--- src/mer_pkg.sv ---
`default_nettype none

package mer_pkg;

  // Configuration register indexes
  localparam int CFG_IDX_BITS = 2;
  localparam logic [CFG_IDX_BITS-1:0] REG_CENTER_X    = 2'd0;
  localparam logic [CFG_IDX_BITS-1:0] REG_CENTER_Y    = 2'd1;
  localparam logic [CFG_IDX_BITS-1:0] REG_SEMI_AXIS_X = 2'd2;
  localparam logic [CFG_IDX_BITS-1:0] REG_SEMI_AXIS_Y = 2'd3;

  // Multiplier operand selection
  localparam int MUL_BITS = 4;
  localparam logic [MUL_BITS-1:0] MUL_NONE    = 4'd0;
  localparam logic [MUL_BITS-1:0] MUL_AA      = 4'd1;
  localparam logic [MUL_BITS-1:0] MUL_BB      = 4'd2;
  localparam logic [MUL_BITS-1:0] MUL_ASQ_B   = 4'd3;
  localparam logic [MUL_BITS-1:0] MUL_TXTX    = 4'd4;
  localparam logic [MUL_BITS-1:0] MUL_BSQ_P   = 4'd5;
  localparam logic [MUL_BITS-1:0] MUL_TYTY    = 4'd6;
  localparam logic [MUL_BITS-1:0] MUL_ASQ_P   = 4'd7;
  localparam logic [MUL_BITS-1:0] MUL_ASQ_BSQ = 4'd8;

  // Datapath operations
  localparam int ALU_BITS = 4;
  localparam logic [ALU_BITS-1:0] ALU_NONE   = 4'd0;
  localparam logic [ALU_BITS-1:0] ALU_TAKE   = 4'd1;
  localparam logic [ALU_BITS-1:0] ALU_LD_ASQ = 4'd2;
  localparam logic [ALU_BITS-1:0] ALU_LD_BSQ = 4'd3;
  localparam logic [ALU_BITS-1:0] ALU_INIT   = 4'd4;
  localparam logic [ALU_BITS-1:0] ALU_D_LD   = 4'd5;
  localparam logic [ALU_BITS-1:0] ALU_D_ADD4 = 4'd6;
  localparam logic [ALU_BITS-1:0] ALU_D_SUB4 = 4'd7;
  localparam logic [ALU_BITS-1:0] ALU_MOVE   = 4'd8;
  localparam logic [ALU_BITS-1:0] ALU_SETTLE = 4'd9;
  localparam logic [ALU_BITS-1:0] ALU_EMIT   = 4'd10;

  // Jump conditions
  localparam int COND_BITS = 3;
  localparam logic [COND_BITS-1:0] C_NEVER    = 3'd0;
  localparam logic [COND_BITS-1:0] C_ALWAYS   = 3'd1;
  localparam logic [COND_BITS-1:0] C_NO_ITEM  = 3'd2;
  localparam logic [COND_BITS-1:0] C_ADVANCE  = 3'd3;
  localparam logic [COND_BITS-1:0] C_NOT_WALK = 3'd4;
  localparam logic [COND_BITS-1:0] C_IN_R1    = 3'd5;
  localparam logic [COND_BITS-1:0] C_OUT_BUSY = 3'd6;

  // Program addresses
  localparam int UPC_BITS = 5;
  localparam logic [UPC_BITS-1:0] U_S0   = 5'd0;
  localparam logic [UPC_BITS-1:0] U_S1   = 5'd1;
  localparam logic [UPC_BITS-1:0] U_E0   = 5'd2;
  localparam logic [UPC_BITS-1:0] U_E1   = 5'd3;
  localparam logic [UPC_BITS-1:0] U_E2   = 5'd4;
  localparam logic [UPC_BITS-1:0] U_E3   = 5'd5;
  localparam logic [UPC_BITS-1:0] U_E4   = 5'd6;
  localparam logic [UPC_BITS-1:0] U_E5   = 5'd7;
  localparam logic [UPC_BITS-1:0] U_T0   = 5'd8;
  localparam logic [UPC_BITS-1:0] U_T1   = 5'd9;
  localparam logic [UPC_BITS-1:0] U_P0   = 5'd10;
  localparam logic [UPC_BITS-1:0] U_P1   = 5'd11;
  localparam logic [UPC_BITS-1:0] U_P2   = 5'd12;
  localparam logic [UPC_BITS-1:0] U_P3   = 5'd13;
  localparam logic [UPC_BITS-1:0] U_IDLE = 5'd14;
  localparam logic [UPC_BITS-1:0] U_DISP = 5'd15;
  localparam logic [UPC_BITS-1:0] U_R0   = 5'd16;
  localparam logic [UPC_BITS-1:0] U_R1   = 5'd17;
  localparam logic [UPC_BITS-1:0] U_R2   = 5'd18;
  localparam logic [UPC_BITS-1:0] U_R3   = 5'd19;

  typedef struct packed {
    logic [MUL_BITS-1:0]  mul;
    logic [ALU_BITS-1:0]  alu;
    logic [COND_BITS-1:0] cond;
    logic [1:0]           quad;
    logic [UPC_BITS-1:0]  target;
  } ucode_t;

  // Control store: jump to target when cond holds, else fall through
  function automatic ucode_t ucode_rom(input logic [UPC_BITS-1:0] addr);
    ucode_t w;
    case (addr)
      U_S0:    w = '{MUL_NONE,    ALU_NONE,   C_NOT_WALK, 2'd0, U_IDLE};
      U_S1:    w = '{MUL_NONE,    ALU_NONE,   C_IN_R1,    2'd0, U_T0};
      U_E0:    w = '{MUL_TXTX,    ALU_NONE,   C_NEVER,    2'd0, U_IDLE};
      U_E1:    w = '{MUL_BSQ_P,   ALU_NONE,   C_NEVER,    2'd0, U_IDLE};
      U_E2:    w = '{MUL_TYTY,    ALU_D_LD,   C_NEVER,    2'd0, U_IDLE};
      U_E3:    w = '{MUL_ASQ_P,   ALU_NONE,   C_NEVER,    2'd0, U_IDLE};
      U_E4:    w = '{MUL_ASQ_BSQ, ALU_D_ADD4, C_NEVER,    2'd0, U_IDLE};
      U_E5:    w = '{MUL_NONE,    ALU_D_SUB4, C_NEVER,    2'd0, U_IDLE};
      U_T0:    w = '{MUL_NONE,    ALU_MOVE,   C_NEVER,    2'd0, U_IDLE};
      U_T1:    w = '{MUL_NONE,    ALU_SETTLE, C_NEVER,    2'd0, U_IDLE};
      U_P0:    w = '{MUL_NONE,    ALU_EMIT,   C_OUT_BUSY, 2'd0, U_P0};
      U_P1:    w = '{MUL_NONE,    ALU_EMIT,   C_OUT_BUSY, 2'd1, U_P1};
      U_P2:    w = '{MUL_NONE,    ALU_EMIT,   C_OUT_BUSY, 2'd2, U_P2};
      U_P3:    w = '{MUL_NONE,    ALU_EMIT,   C_OUT_BUSY, 2'd3, U_P3};
      U_IDLE:  w = '{MUL_NONE,    ALU_TAKE,   C_NO_ITEM,  2'd0, U_IDLE};
      U_DISP:  w = '{MUL_NONE,    ALU_NONE,   C_ADVANCE,  2'd0, U_S0};
      U_R0:    w = '{MUL_AA,      ALU_NONE,   C_NEVER,    2'd0, U_IDLE};
      U_R1:    w = '{MUL_BB,      ALU_LD_ASQ, C_NEVER,    2'd0, U_IDLE};
      U_R2:    w = '{MUL_ASQ_B,   ALU_LD_BSQ, C_NEVER,    2'd0, U_IDLE};
      U_R3:    w = '{MUL_NONE,    ALU_INIT,   C_ALWAYS,   2'd0, U_IDLE};
      default: w = '{MUL_NONE,    ALU_NONE,   C_ALWAYS,   2'd0, U_IDLE};
    endcase
    return w;
  endfunction

endpackage

`default_nettype wire

--- src/mer_if.sv ---
`default_nettype none

interface mer_in_if;
  logic valid;
  logic ready;
  logic restart;

  modport source (output valid, output restart, input ready);
  modport sink (input valid, input restart, output ready);
endinterface

interface mer_out_if #(
  parameter int PIX_BITS = 14
);
  logic                       valid;
  logic                       ready;
  logic signed [PIX_BITS-1:0] pixel_x;
  logic signed [PIX_BITS-1:0] pixel_y;
  logic                       last_of_step;
  logic                       ellipse_done;

  modport source (output valid, output pixel_x, output pixel_y, output last_of_step,
                  output ellipse_done, input ready);
  modport sink (input valid, input pixel_x, input pixel_y, input last_of_step,
                input ellipse_done, output ready);
endinterface

interface mer_cfg_if #(
  parameter int DATA_BITS = 12
);
  logic                 valid;
  logic                 ready;
  logic [1:0]           index;
  logic [DATA_BITS-1:0] data;

  modport source (output valid, output index, output data, input ready);
  modport sink (input valid, input index, input data, output ready);
endinterface

`default_nettype wire

--- src/midpoint_ellipse_rasterizer_unit.sv ---
`default_nettype none

// Channel  Dir  Handshake     Payload
// in_ch    in   valid/ready   restart
// out_ch   out  valid/ready   pixel_x, pixel_y, last_of_step, ellipse_done
// cfg_ch   in   valid/ready   index, data (ready always high)
//
// A microprogram runs one step per cycle around a single shared multiplier.
// Restart item runs R0..R3. Advance item runs S0, S1, T0, T1 and P0..P3, with E0..E5
// added on the step that enters region two; it returns from S0 when no walk is active.
// The four pixels leave through one output register; a stall holds the emit step.
// Reset (rst_n low, synchronous) parks the sequencer at idle, clears the walk,
// sets the center to 0 and both semi-axes to 1.
module midpoint_ellipse_rasterizer_unit #(
  parameter int AXIS_BITS  = 10,
  parameter int COORD_BITS = 12
) (
  input  wire logic clk,
  input  wire logic rst_n,
  mer_in_if.sink    in_ch,
  mer_out_if.source out_ch,
  mer_cfg_if.sink   cfg_ch
);
  import mer_pkg::*;

  localparam int PIX_BITS = COORD_BITS + 2;
  localparam int X_BITS   = AXIS_BITS + 1;
  localparam int TX_BITS  = X_BITS + 1;
  localparam int SQ_BITS  = 2 * AXIS_BITS;
  localparam int MA_BITS  = SQ_BITS;
  localparam int MB_BITS  = 2 * TX_BITS;
  localparam int P_BITS   = MA_BITS + MB_BITS;
  localparam int DEC_BITS = P_BITS + 4;
  localparam int PQ_BITS  = 3 * AXIS_BITS + 2;

  // Configuration registers
  logic [COORD_BITS-1:0] center_x_r, center_y_r;
  logic [AXIS_BITS-1:0]  axis_x_r, axis_y_r;

  // Sequencer
  logic [UPC_BITS-1:0] upc_r, upc_nxt;
  ucode_t              uc;
  logic                cond_true;

  // Datapath
  logic [P_BITS-1:0]   p_r, p_nxt;
  logic [SQ_BITS-1:0]  asq_r, asq_nxt, bsq_r, bsq_nxt;
  logic [X_BITS-1:0]   x_r, x_nxt, y_r, y_nxt;
  logic [PQ_BITS-1:0]  px_r, px_nxt, py_r, py_nxt;
  logic [DEC_BITS-1:0] d_r, d_nxt;
  logic                region_r, region_nxt;
  logic                walking_r, walking_nxt;
  logic                restart_r, restart_nxt;
  logic                dx_r, dx_nxt, dy_r, dy_nxt;
  logic                done_r, done_nxt;
  logic [MA_BITS-1:0]  ma;
  logic [MB_BITS-1:0]  mb;
  logic [TX_BITS-1:0]  tx;
  logic [X_BITS-1:0]   ty;
  logic                neg;
  logic                neg_x, neg_y;

  // Output register
  logic                       out_valid_r, out_valid_nxt;
  logic signed [PIX_BITS-1:0] pix_x_r, pix_x_nxt, pix_y_r, pix_y_nxt;
  logic                       last_r, last_nxt, edone_r, edone_nxt;
  logic                       out_free;

  assign uc       = ucode_rom(upc_r);
  assign out_free = !out_valid_r || out_ch.ready;
  assign tx       = {x_r, 1'b1};
  assign ty       = y_r - X_BITS'(1);
  assign neg      = d_r[DEC_BITS-1];

  assign in_ch.ready         = (upc_r == U_IDLE);
  assign cfg_ch.ready        = 1'b1;
  assign out_ch.valid        = out_valid_r;
  assign out_ch.pixel_x      = pix_x_r;
  assign out_ch.pixel_y      = pix_y_r;
  assign out_ch.last_of_step = last_r;
  assign out_ch.ellipse_done = edone_r;

  always_comb begin
    case (uc.cond)
      C_NEVER:    cond_true = 1'b0;
      C_ALWAYS:   cond_true = 1'b1;
      C_NO_ITEM:  cond_true = !in_ch.valid;
      C_ADVANCE:  cond_true = !restart_r;
      C_NOT_WALK: cond_true = !walking_r;
      C_IN_R1:    cond_true = region_r || (px_r < py_r);
      C_OUT_BUSY: cond_true = !out_free;
      default:    cond_true = 1'b0;
    endcase
    upc_nxt = cond_true ? uc.target : upc_r + UPC_BITS'(1);
  end

  // Shared multiplier, product registered in p_r
  always_comb begin
    case (uc.mul)
      MUL_AA: begin
        ma = MA_BITS'(axis_x_r);
        mb = MB_BITS'(axis_x_r);
      end
      MUL_BB: begin
        ma = MA_BITS'(axis_y_r);
        mb = MB_BITS'(axis_y_r);
      end
      MUL_ASQ_B: begin
        ma = asq_r;
        mb = MB_BITS'(axis_y_r);
      end
      MUL_TXTX: begin
        ma = MA_BITS'(tx);
        mb = MB_BITS'(tx);
      end
      MUL_BSQ_P: begin
        ma = bsq_r;
        mb = p_r[MB_BITS-1:0];
      end
      MUL_TYTY: begin
        ma = MA_BITS'(ty);
        mb = MB_BITS'(ty);
      end
      MUL_ASQ_P: begin
        ma = asq_r;
        mb = p_r[MB_BITS-1:0];
      end
      MUL_ASQ_BSQ: begin
        ma = asq_r;
        mb = MB_BITS'(bsq_r);
      end
      default: begin
        ma = '0;
        mb = '0;
      end
    endcase
    p_nxt = (uc.mul != MUL_NONE) ? P_BITS'(ma) * P_BITS'(mb) : p_r;
  end

  // Pixel sign pattern follows the region's octant order
  always_comb begin
    if (!region_r) begin
      neg_x = uc.quad[0];
      neg_y = uc.quad[1];
    end else begin
      neg_x = ~(uc.quad[0] ^ uc.quad[1]);
      neg_y = ~uc.quad[1];
    end
  end

  always_comb begin
    asq_nxt       = asq_r;
    bsq_nxt       = bsq_r;
    x_nxt         = x_r;
    y_nxt         = y_r;
    px_nxt        = px_r;
    py_nxt        = py_r;
    d_nxt         = d_r;
    region_nxt    = region_r;
    walking_nxt   = walking_r;
    restart_nxt   = restart_r;
    dx_nxt        = dx_r;
    dy_nxt        = dy_r;
    done_nxt      = done_r;
    out_valid_nxt = out_valid_r && !out_ch.ready;
    pix_x_nxt     = pix_x_r;
    pix_y_nxt     = pix_y_r;
    last_nxt      = last_r;
    edone_nxt     = edone_r;
    case (uc.alu)
      ALU_NONE: begin
      end
      ALU_TAKE: begin
        if (in_ch.valid) begin
          restart_nxt = in_ch.restart;
        end
      end
      ALU_LD_ASQ: asq_nxt = p_r[SQ_BITS-1:0];
      ALU_LD_BSQ: bsq_nxt = p_r[SQ_BITS-1:0];
      ALU_INIT: begin
        // p_r holds a*a*b here
        x_nxt       = '0;
        y_nxt       = X_BITS'(axis_y_r);
        px_nxt      = '0;
        py_nxt      = PQ_BITS'(p_r);
        region_nxt  = 1'b0;
        walking_nxt = (axis_y_r != '0);
        d_nxt       = DEC_BITS'({bsq_r, 2'b00}) + DEC_BITS'(asq_r)
                    - DEC_BITS'({p_r, 2'b00});
      end
      ALU_D_LD:   d_nxt = DEC_BITS'(p_r);
      ALU_D_ADD4: d_nxt = d_r + DEC_BITS'({p_r, 2'b00});
      ALU_D_SUB4: begin
        d_nxt      = d_r - DEC_BITS'({p_r, 2'b00});
        region_nxt = 1'b1;
      end
      ALU_MOVE: begin
        // Pick the move from the decision sign, add the constant term
        dx_nxt = !region_r || neg;
        dy_nxt = region_r || !neg;
        if (dx_nxt) begin
          x_nxt  = x_r + X_BITS'(1);
          px_nxt = px_r + PQ_BITS'(bsq_r);
        end
        if (dy_nxt) begin
          y_nxt  = y_r - X_BITS'(1);
          py_nxt = py_r - PQ_BITS'(asq_r);
        end
        d_nxt = d_r + DEC_BITS'({(region_r ? asq_r : bsq_r), 2'b00});
      end
      ALU_SETTLE: begin
        d_nxt = d_r + (dx_r ? DEC_BITS'({px_r, 3'b000}) : DEC_BITS'(0))
                    - (dy_r ? DEC_BITS'({py_r, 3'b000}) : DEC_BITS'(0));
        done_nxt = (y_r == '0);
        if (y_r == '0) begin
          walking_nxt = 1'b0;
        end
      end
      ALU_EMIT: begin
        if (out_free) begin
          out_valid_nxt = 1'b1;
          pix_x_nxt = neg_x ? PIX_BITS'(center_x_r) - PIX_BITS'(x_r)
                            : PIX_BITS'(center_x_r) + PIX_BITS'(x_r);
          pix_y_nxt = neg_y ? PIX_BITS'(center_y_r) - PIX_BITS'(y_r)
                            : PIX_BITS'(center_y_r) + PIX_BITS'(y_r);
          last_nxt  = (uc.quad == 2'd3);
          edone_nxt = (uc.quad == 2'd3) && done_r;
        end
      end
      default: begin
      end
    endcase
  end

  always_ff @(posedge clk) begin
    if (!rst_n) begin
      upc_r       <= U_IDLE;
      out_valid_r <= 1'b0;
      walking_r   <= 1'b0;
      region_r    <= 1'b0;
      restart_r   <= 1'b0;
      center_x_r  <= '0;
      center_y_r  <= '0;
      axis_x_r    <= AXIS_BITS'(1);
      axis_y_r    <= AXIS_BITS'(1);
    end else begin
      upc_r       <= upc_nxt;
      out_valid_r <= out_valid_nxt;
      walking_r   <= walking_nxt;
      region_r    <= region_nxt;
      restart_r   <= restart_nxt;
      if (cfg_ch.valid) begin
        case (cfg_ch.index)
          REG_CENTER_X:    center_x_r <= cfg_ch.data[COORD_BITS-1:0];
          REG_CENTER_Y:    center_y_r <= cfg_ch.data[COORD_BITS-1:0];
          REG_SEMI_AXIS_X: axis_x_r   <= cfg_ch.data[AXIS_BITS-1:0];
          REG_SEMI_AXIS_Y: axis_y_r   <= cfg_ch.data[AXIS_BITS-1:0];
          default: begin
          end
        endcase
      end
    end
  end

  always_ff @(posedge clk) begin
    p_r     <= p_nxt;
    asq_r   <= asq_nxt;
    bsq_r   <= bsq_nxt;
    x_r     <= x_nxt;
    y_r     <= y_nxt;
    px_r    <= px_nxt;
    py_r    <= py_nxt;
    d_r     <= d_nxt;
    dx_r    <= dx_nxt;
    dy_r    <= dy_nxt;
    done_r  <= done_nxt;
    pix_x_r <= pix_x_nxt;
    pix_y_r <= pix_y_nxt;
    last_r  <= last_nxt;
    edone_r <= edone_nxt;
  end

endmodule

`default_nettype wire

--- src/flat_wrapper.sv ---
// flat-port wrapper written by rule: the top's interface ports become plain ports
module midpoint_ellipse_rasterizer_unit_flat import mer_pkg::*;
#(
  parameter int AXIS_BITS  = 10,
  parameter int COORD_BITS = 12
)
  (clk, rst_n, in_ch_valid, in_ch_restart, in_ch_ready, out_ch_valid, out_ch_pixel_x, out_ch_pixel_y, out_ch_last_of_step, out_ch_ellipse_done, out_ch_ready, cfg_ch_valid, cfg_ch_index, cfg_ch_data, cfg_ch_ready);
  mer_in_if in_ch_i ();
  mer_out_if out_ch_i ();
  mer_cfg_if cfg_ch_i ();
  input  wire logic clk;
  input  wire logic rst_n;
  input wire logic [$bits(in_ch_i.valid)-1:0] in_ch_valid;
  input wire logic [$bits(in_ch_i.restart)-1:0] in_ch_restart;
  output wire logic [$bits(in_ch_i.ready)-1:0] in_ch_ready;
  output wire logic [$bits(out_ch_i.valid)-1:0] out_ch_valid;
  output wire logic [$bits(out_ch_i.pixel_x)-1:0] out_ch_pixel_x;
  output wire logic [$bits(out_ch_i.pixel_y)-1:0] out_ch_pixel_y;
  output wire logic [$bits(out_ch_i.last_of_step)-1:0] out_ch_last_of_step;
  output wire logic [$bits(out_ch_i.ellipse_done)-1:0] out_ch_ellipse_done;
  input wire logic [$bits(out_ch_i.ready)-1:0] out_ch_ready;
  input wire logic [$bits(cfg_ch_i.valid)-1:0] cfg_ch_valid;
  input wire logic [$bits(cfg_ch_i.index)-1:0] cfg_ch_index;
  input wire logic [$bits(cfg_ch_i.data)-1:0] cfg_ch_data;
  output wire logic [$bits(cfg_ch_i.ready)-1:0] cfg_ch_ready;
  assign in_ch_i.valid = in_ch_valid;
  assign in_ch_i.restart = in_ch_restart;
  assign in_ch_ready = in_ch_i.ready;
  assign out_ch_valid = out_ch_i.valid;
  assign out_ch_pixel_x = out_ch_i.pixel_x;
  assign out_ch_pixel_y = out_ch_i.pixel_y;
  assign out_ch_last_of_step = out_ch_i.last_of_step;
  assign out_ch_ellipse_done = out_ch_i.ellipse_done;
  assign out_ch_i.ready = out_ch_ready;
  assign cfg_ch_i.valid = cfg_ch_valid;
  assign cfg_ch_i.index = cfg_ch_index;
  assign cfg_ch_i.data = cfg_ch_data;
  assign cfg_ch_ready = cfg_ch_i.ready;
  midpoint_ellipse_rasterizer_unit #(.AXIS_BITS(AXIS_BITS), .COORD_BITS(COORD_BITS)) u_core (.clk(clk), .rst_n(rst_n), .in_ch(in_ch_i), .out_ch(out_ch_i), .cfg_ch(cfg_ch_i));
endmodule
--- config.mk ---
export PLATFORM = sky130hd
export DESIGN_NAME = midpoint_ellipse_rasterizer_unit_flat
export DESIGN_NICKNAME = d
export VERILOG_FILES = /design/src/mer_pkg.sv /design/src/mer_if.sv /design/src/midpoint_ellipse_rasterizer_unit.sv /design/src/flat_wrapper.sv
export SDC_FILE = /design/constraint.sdc
export NUM_CORES = 2
export LEC_CHECK = 0
export CAP_MARGIN = 20
export CORE_MARGIN = 1.5
export CORE_UTILIZATION = 36
export DETAILED_ROUTE_END_ITERATION = 12
export DONT_BUFFER_PORTS = 1
export PLACE_DENSITY = 0.61
export SYNTH_ARGS = -nofsm -noshare
export SYNTH_HDL_FRONTEND = slang
export SYNTH_SLANG_ARGS = --single-unit
--- constraint.sdc ---
create_clock -name clk -period 9.25 [get_ports clk]
set_clock_uncertainty 0.15 [all_clocks]
set_input_delay 1.3875 -clock clk [delete_from_list [all_inputs] [get_ports clk]]
set_output_delay 1.3875 -clock clk [all_outputs]
set_load 0.01 [all_outputs]
==> results.rst <==
.. list-table::
   :header-rows: 1

   * - Metric
     - Value
   * - Area share of xor/xnor cells in the synthesized design
     - 0.0540
   * - Worst Hold Depth
     - 2
   * - FFs w/ async S/R, synth
     - 0
   * - CTS Root Buffer Type
     - clkbuf_16
   * - Maximum single-stage delay on the critical path
     - 0.64 ns
   * - Most common cell after layout, fill and taps aside
     - inv_1
   * - Number of sinks on the clock net
     - 319
   * - GRT Util Overall
     - 0.215
   * - Hold path startpoint
     - u_core.axis_x_r[8]
   * - Peak VDD IR
     - 0.000190 V
   * - Period utilization
     - 0.960
   * - Via count of the first global-routing pass
     - 36,300
   * - Insertion delay of the later-clocked pin in the worst-skew pair
     - 0.62 ns
   * - Maximum number of pins on one net before global-route repair
     - 58
   * - Reg2reg path depth
     - 27
   * - Startpoint-to-endpoint class of the critical path
     - reg2reg
   * - Final critical-path required period
     - just under 9 ns
   * - Library cells used by synthesis
     - just over 100
   * - DRT antenna net count
     - 0
   * - Number of standard-cell rows in the floorplan
     - 127
   * - Maximum clock path buffer count
     - 3
   * - Worst min-delay path category
     - reg2reg
   * - Drt initial violations
     - approximately 3,200
   * - PwrDens
     - 302 nW/um^2
   * - Type of element capturing the critical path
     - register
   * - HPWL Detailed
     - 106 mm
   * - Final setup violation count
     - 0
   * - Wire length of the first global-routing pass
     - 207 mm
   * - Count of pins on the block boundary
     - between 50 and 60
   * - Final #Nets
     - 5,877
   * - Most used cells in the layout excluding fill and tap cells
     - inv_1 (763), nand2_1 (591), fa_1 (433), nor2_1 (417), ha_1 (416)
   * - Launch point of the worst reg-to-reg path
     - u_core.uc[15]
   * - Top area cells in the synthesized netlist
     - fa_1 (20%), edfxtp_1 (17%), ha_1 (12%)
   * - Hold violation total from the final report
     - 0
   * - Final wirelength
     - between 100 and 150 mm
   * - Mean cell area of the mapped netlist
     - 8.65 sq um
   * - Final cell utilization of the core
     - 0.396
   * - Number of max-cap violations
     - 0
   * - Critical path depth
     - 27
   * - Worst Max-Slew Pin Slew
     - around 1.3 ns
   * - Post-synth EDFFs
     - 250
   * - Width of the die
     - 350 microns
   * - Cell area after placement
     - 45,800 sq um
   * - Pins over their slew limit
     - 0
   * - Input/output buffers
     - 0
   * - Number of vias in the routed layout
     - 35,700
   * - Combinational family with the most area after synthesis
     - adder cells
   * - Destination of the worst register-to-register timing path
     - u_core.p_r[43]
   * - CP startpoint kind
     - register
   * - CP arrival
     - 9.06 ns
   * - Final weighted congestion in routability-driven placement
     - 0.933
   * - Initial antenna violation count
     - 1
   * - Hold buffer count at cts
     - 0
   * - GRT overflow
     - 0
   * - Average routed wire per standard cell
     - between 15 and 20 microns
   * - Leakage power of the design
     - 21.7 nW
   * - Seq/Total Area, Yosys
     - 0.205
   * - Worst path required time
     - about 9.4 ns
   * - Number of warnings reported in the yosys synthesis log
     - 0
   * - Core Area
     - 120,000 sq um
   * - Post-synthesis register bit count
     - around 320
   * - Post-synth top area share
     - 0.200
   * - Post-synthesis instance area
     - between 40,000 and 50,000 sq um
   * - Master of the slowest instance on the critical path
     - a22o_1
   * - Number of search-and-repair iterations in the first detailed-routing pass
     - 7
   * - Clock tree from TritonCTS
     - built
   * - # H-tree levels
     - 2
   * - Layout cell share with drive strength beyond 1
     - 0.0683
   * - Post-route DRC violation count
     - 0
   * - Initial cell density of the core
     - 0.362
   * - Cell family with most CP delay
     - adder cells
   * - Worst slew margin
     - 0.129
   * - Chip Height
     - 350 microns
   * - PnR Total Power
     - 14.3 mW
   * - Basic-gate share of the synthesized area counting and, or, nand and nor cells
     - 0.162
   * - Post-route cell area
     - 47,400 sq um
   * - Clock transition at the registers of the reported paths
     - approximately 0.060 ns
   * - Die area
     - 122,000 sq um
   * - Complex-gate fraction of the synthesized area
     - 0.157
   * - Post-synthesis instance total
     - roughly 5,000
   * - Cell with the most instances on the worst path
     - fa_1
   * - Yosys top cell by area
     - fa_1
   * - Fmax
     - 113 MHz
   * - Growth of design area from synthesis to finish
     - 9.29%
   * - Fraction of synthesized area in multiplexers
     - 0.0151
   * - Highest net fanout along the worst path
     - 16
   * - Outcome
     - finished, final reports clean
   * - Number of buffers created by CTS
     - 41
   * - Number of nets produced by synthesis
     - 5,881
   * - Most used DFF post-synth
     - edfxtp_1
   * - Filler cells
     - around 12,000
   * - Antenna cells
     - 0
   * - Worst Hold Path EP
     - u_core.axis_x_r[8]
   * - Share of synthesized cell area in full adder, half adder and majority cells
     - 0.320
   * - Internal reg-to-reg setup slack
     - 0.37 ns
   * - Via-per-instance ratio
     - about 5.4
   * - Crit path buffers/inverters
     - 4
-- where the power goes --
group          switching, mW  internal, mW  leakage, nW
Combinational           5.91          3.77         18.1
Sequential             0.647          2.27         2.88
Clock                  0.714         0.981        0.695
-- flip-flops by register name, indices dropped and copies added (netlist names), 16 cells and up --
signal,count
u_core.bsq_r,20
u_core.py_r,32
u_core.uc,16
u_core.d_r,47
u_core.p_r,44
u_core.asq_r,20
u_core.px_r,32
-- cell usage after synthesis, types with 20 or more instances --
cell type    n
ha_1       416
mux2i_1     62
nand3_1     79
xnor2_1    175
a222oi_1    33
fa_1       433
xor2_1      92
o21bai_1    57
a22o_1      21
o211ai_1    20
or2_2       24
o21ai_0    210
a21boi_0    26
a31oi_1     22
nor3_1      54
a21o_1     101
nor2b_1     77
a22oi_1     32
nand2_1    592
o21a_1      37
nand2b_1    56
and3_1      35
inv_1      763
clkbuf_1   171
edfxtp_1   250
a211oi_1    23
nor2_1     422
a21oi_1    264
nand4_1     37
dfxtp_1     69
and2_1      63
-- worst register-to-register path: stages (launching register included) --
cell and delay, ns:
dfxtp_1 0.56, nand2_1 0.11, o21bai_2 0.48, buf_4 0.35
a22o_1 0.65, nand2_1 0.16, fa_1 0.55, inv_1 0.09
fa_1 0.48, fa_1 0.53, fa_1 0.52, fa_1 0.53
fa_1 0.58, inv_1 0.07, fa_1 0.53, inv_1 0.04
ha_1 0.30, nand3_1 0.15, nand2b_1 0.11, o221ai_1 0.14
o21a_1 0.21, a31o_2 0.23, o21ai_1 0.22, a21oi_1 0.10
a211o_1 0.32, o2111ai_1 0.23, a21oi_1 0.11, xnor2_1 0.13
-- metrics by stage --
step                       TNS [ns]  worst slack (ns)  instances  hold slack (ns)
after CTS                         0            0.0377       6642            0.320
after global placement            0             0.276       6570            0.306
after global routing      -0.000848         -0.000848       6649            0.341
after floorplan                   0             0.584       5012            0.291
after detailed placement          0             0.100       6570            0.312
final                             0             0.373       6649            0.319
-- timing repair --
action | in CTS | in global routing
buffers inserted | 0 | 4
resized for setup | 0 | 31
setup endpoints to repair | 0 | 13
hold endpoints to repair | 0 | 0
-- final cells by class --
cell class,instances,area (sq um),area share
Inverter,765,2870,0.0607
Clock buffer,49,1110,0.0235
Tap cell,1612,2020,0.0426
Multi-Input combinational cell,3721,30900,0.652
Clock inverter,23,299,0.00631
Timing Repair Buffer,160,1310,0.0277
Sequential cell,319,8890,0.188
-- routing by layer --
| layer | share of wire | GRT usage | up-vias |
|---|---|---|---|
| met4 | 0.028 | 0.0625 | 2 |
| li1 | - | - | 16800 |
| met1 | 0.46 | 0.314 | 17500 |
| met3 | 0.082 | 0.0285 | 188 |
| met2 | 0.43 | 0.331 | 1309 |
| met5 | 0.000091 | 0 | - |
-- kinds of logic after synthesis --
kind of cell	count (synthesis)
flip-flops	319
other	1
XOR/XNOR	267
multiplexers	65
buffers and inverters	972
AO/OA/AOI/OAI	1017
adder cells (fa/ha/maj)	849
AND/OR/NAND/NOR	1522
-- how the worst max path moves through the flow --
| stage | start | endpoint | slack (ns) |
|---|---|---|---|
| after detailed placement | u_core.y_r[5] | u_core.p_r[36] | 0.10 |
| final | u_core.uc[15] | u_core.p_r[43] | 0.37 |
| after global routing | u_core.uc[15] | u_core.p_r[43] | -0.0008 |
| after global placement | u_core.y_r[5] | u_core.p_r[36] | 0.28 |
| after floorplan | u_core.y_r[2] | u_core.p_r[36] | 0.58 |
| after CTS | u_core.y_r[5] | u_core.p_r[34] | 0.04 |
No activity file was read; power rests on OpenSTA's default activity.
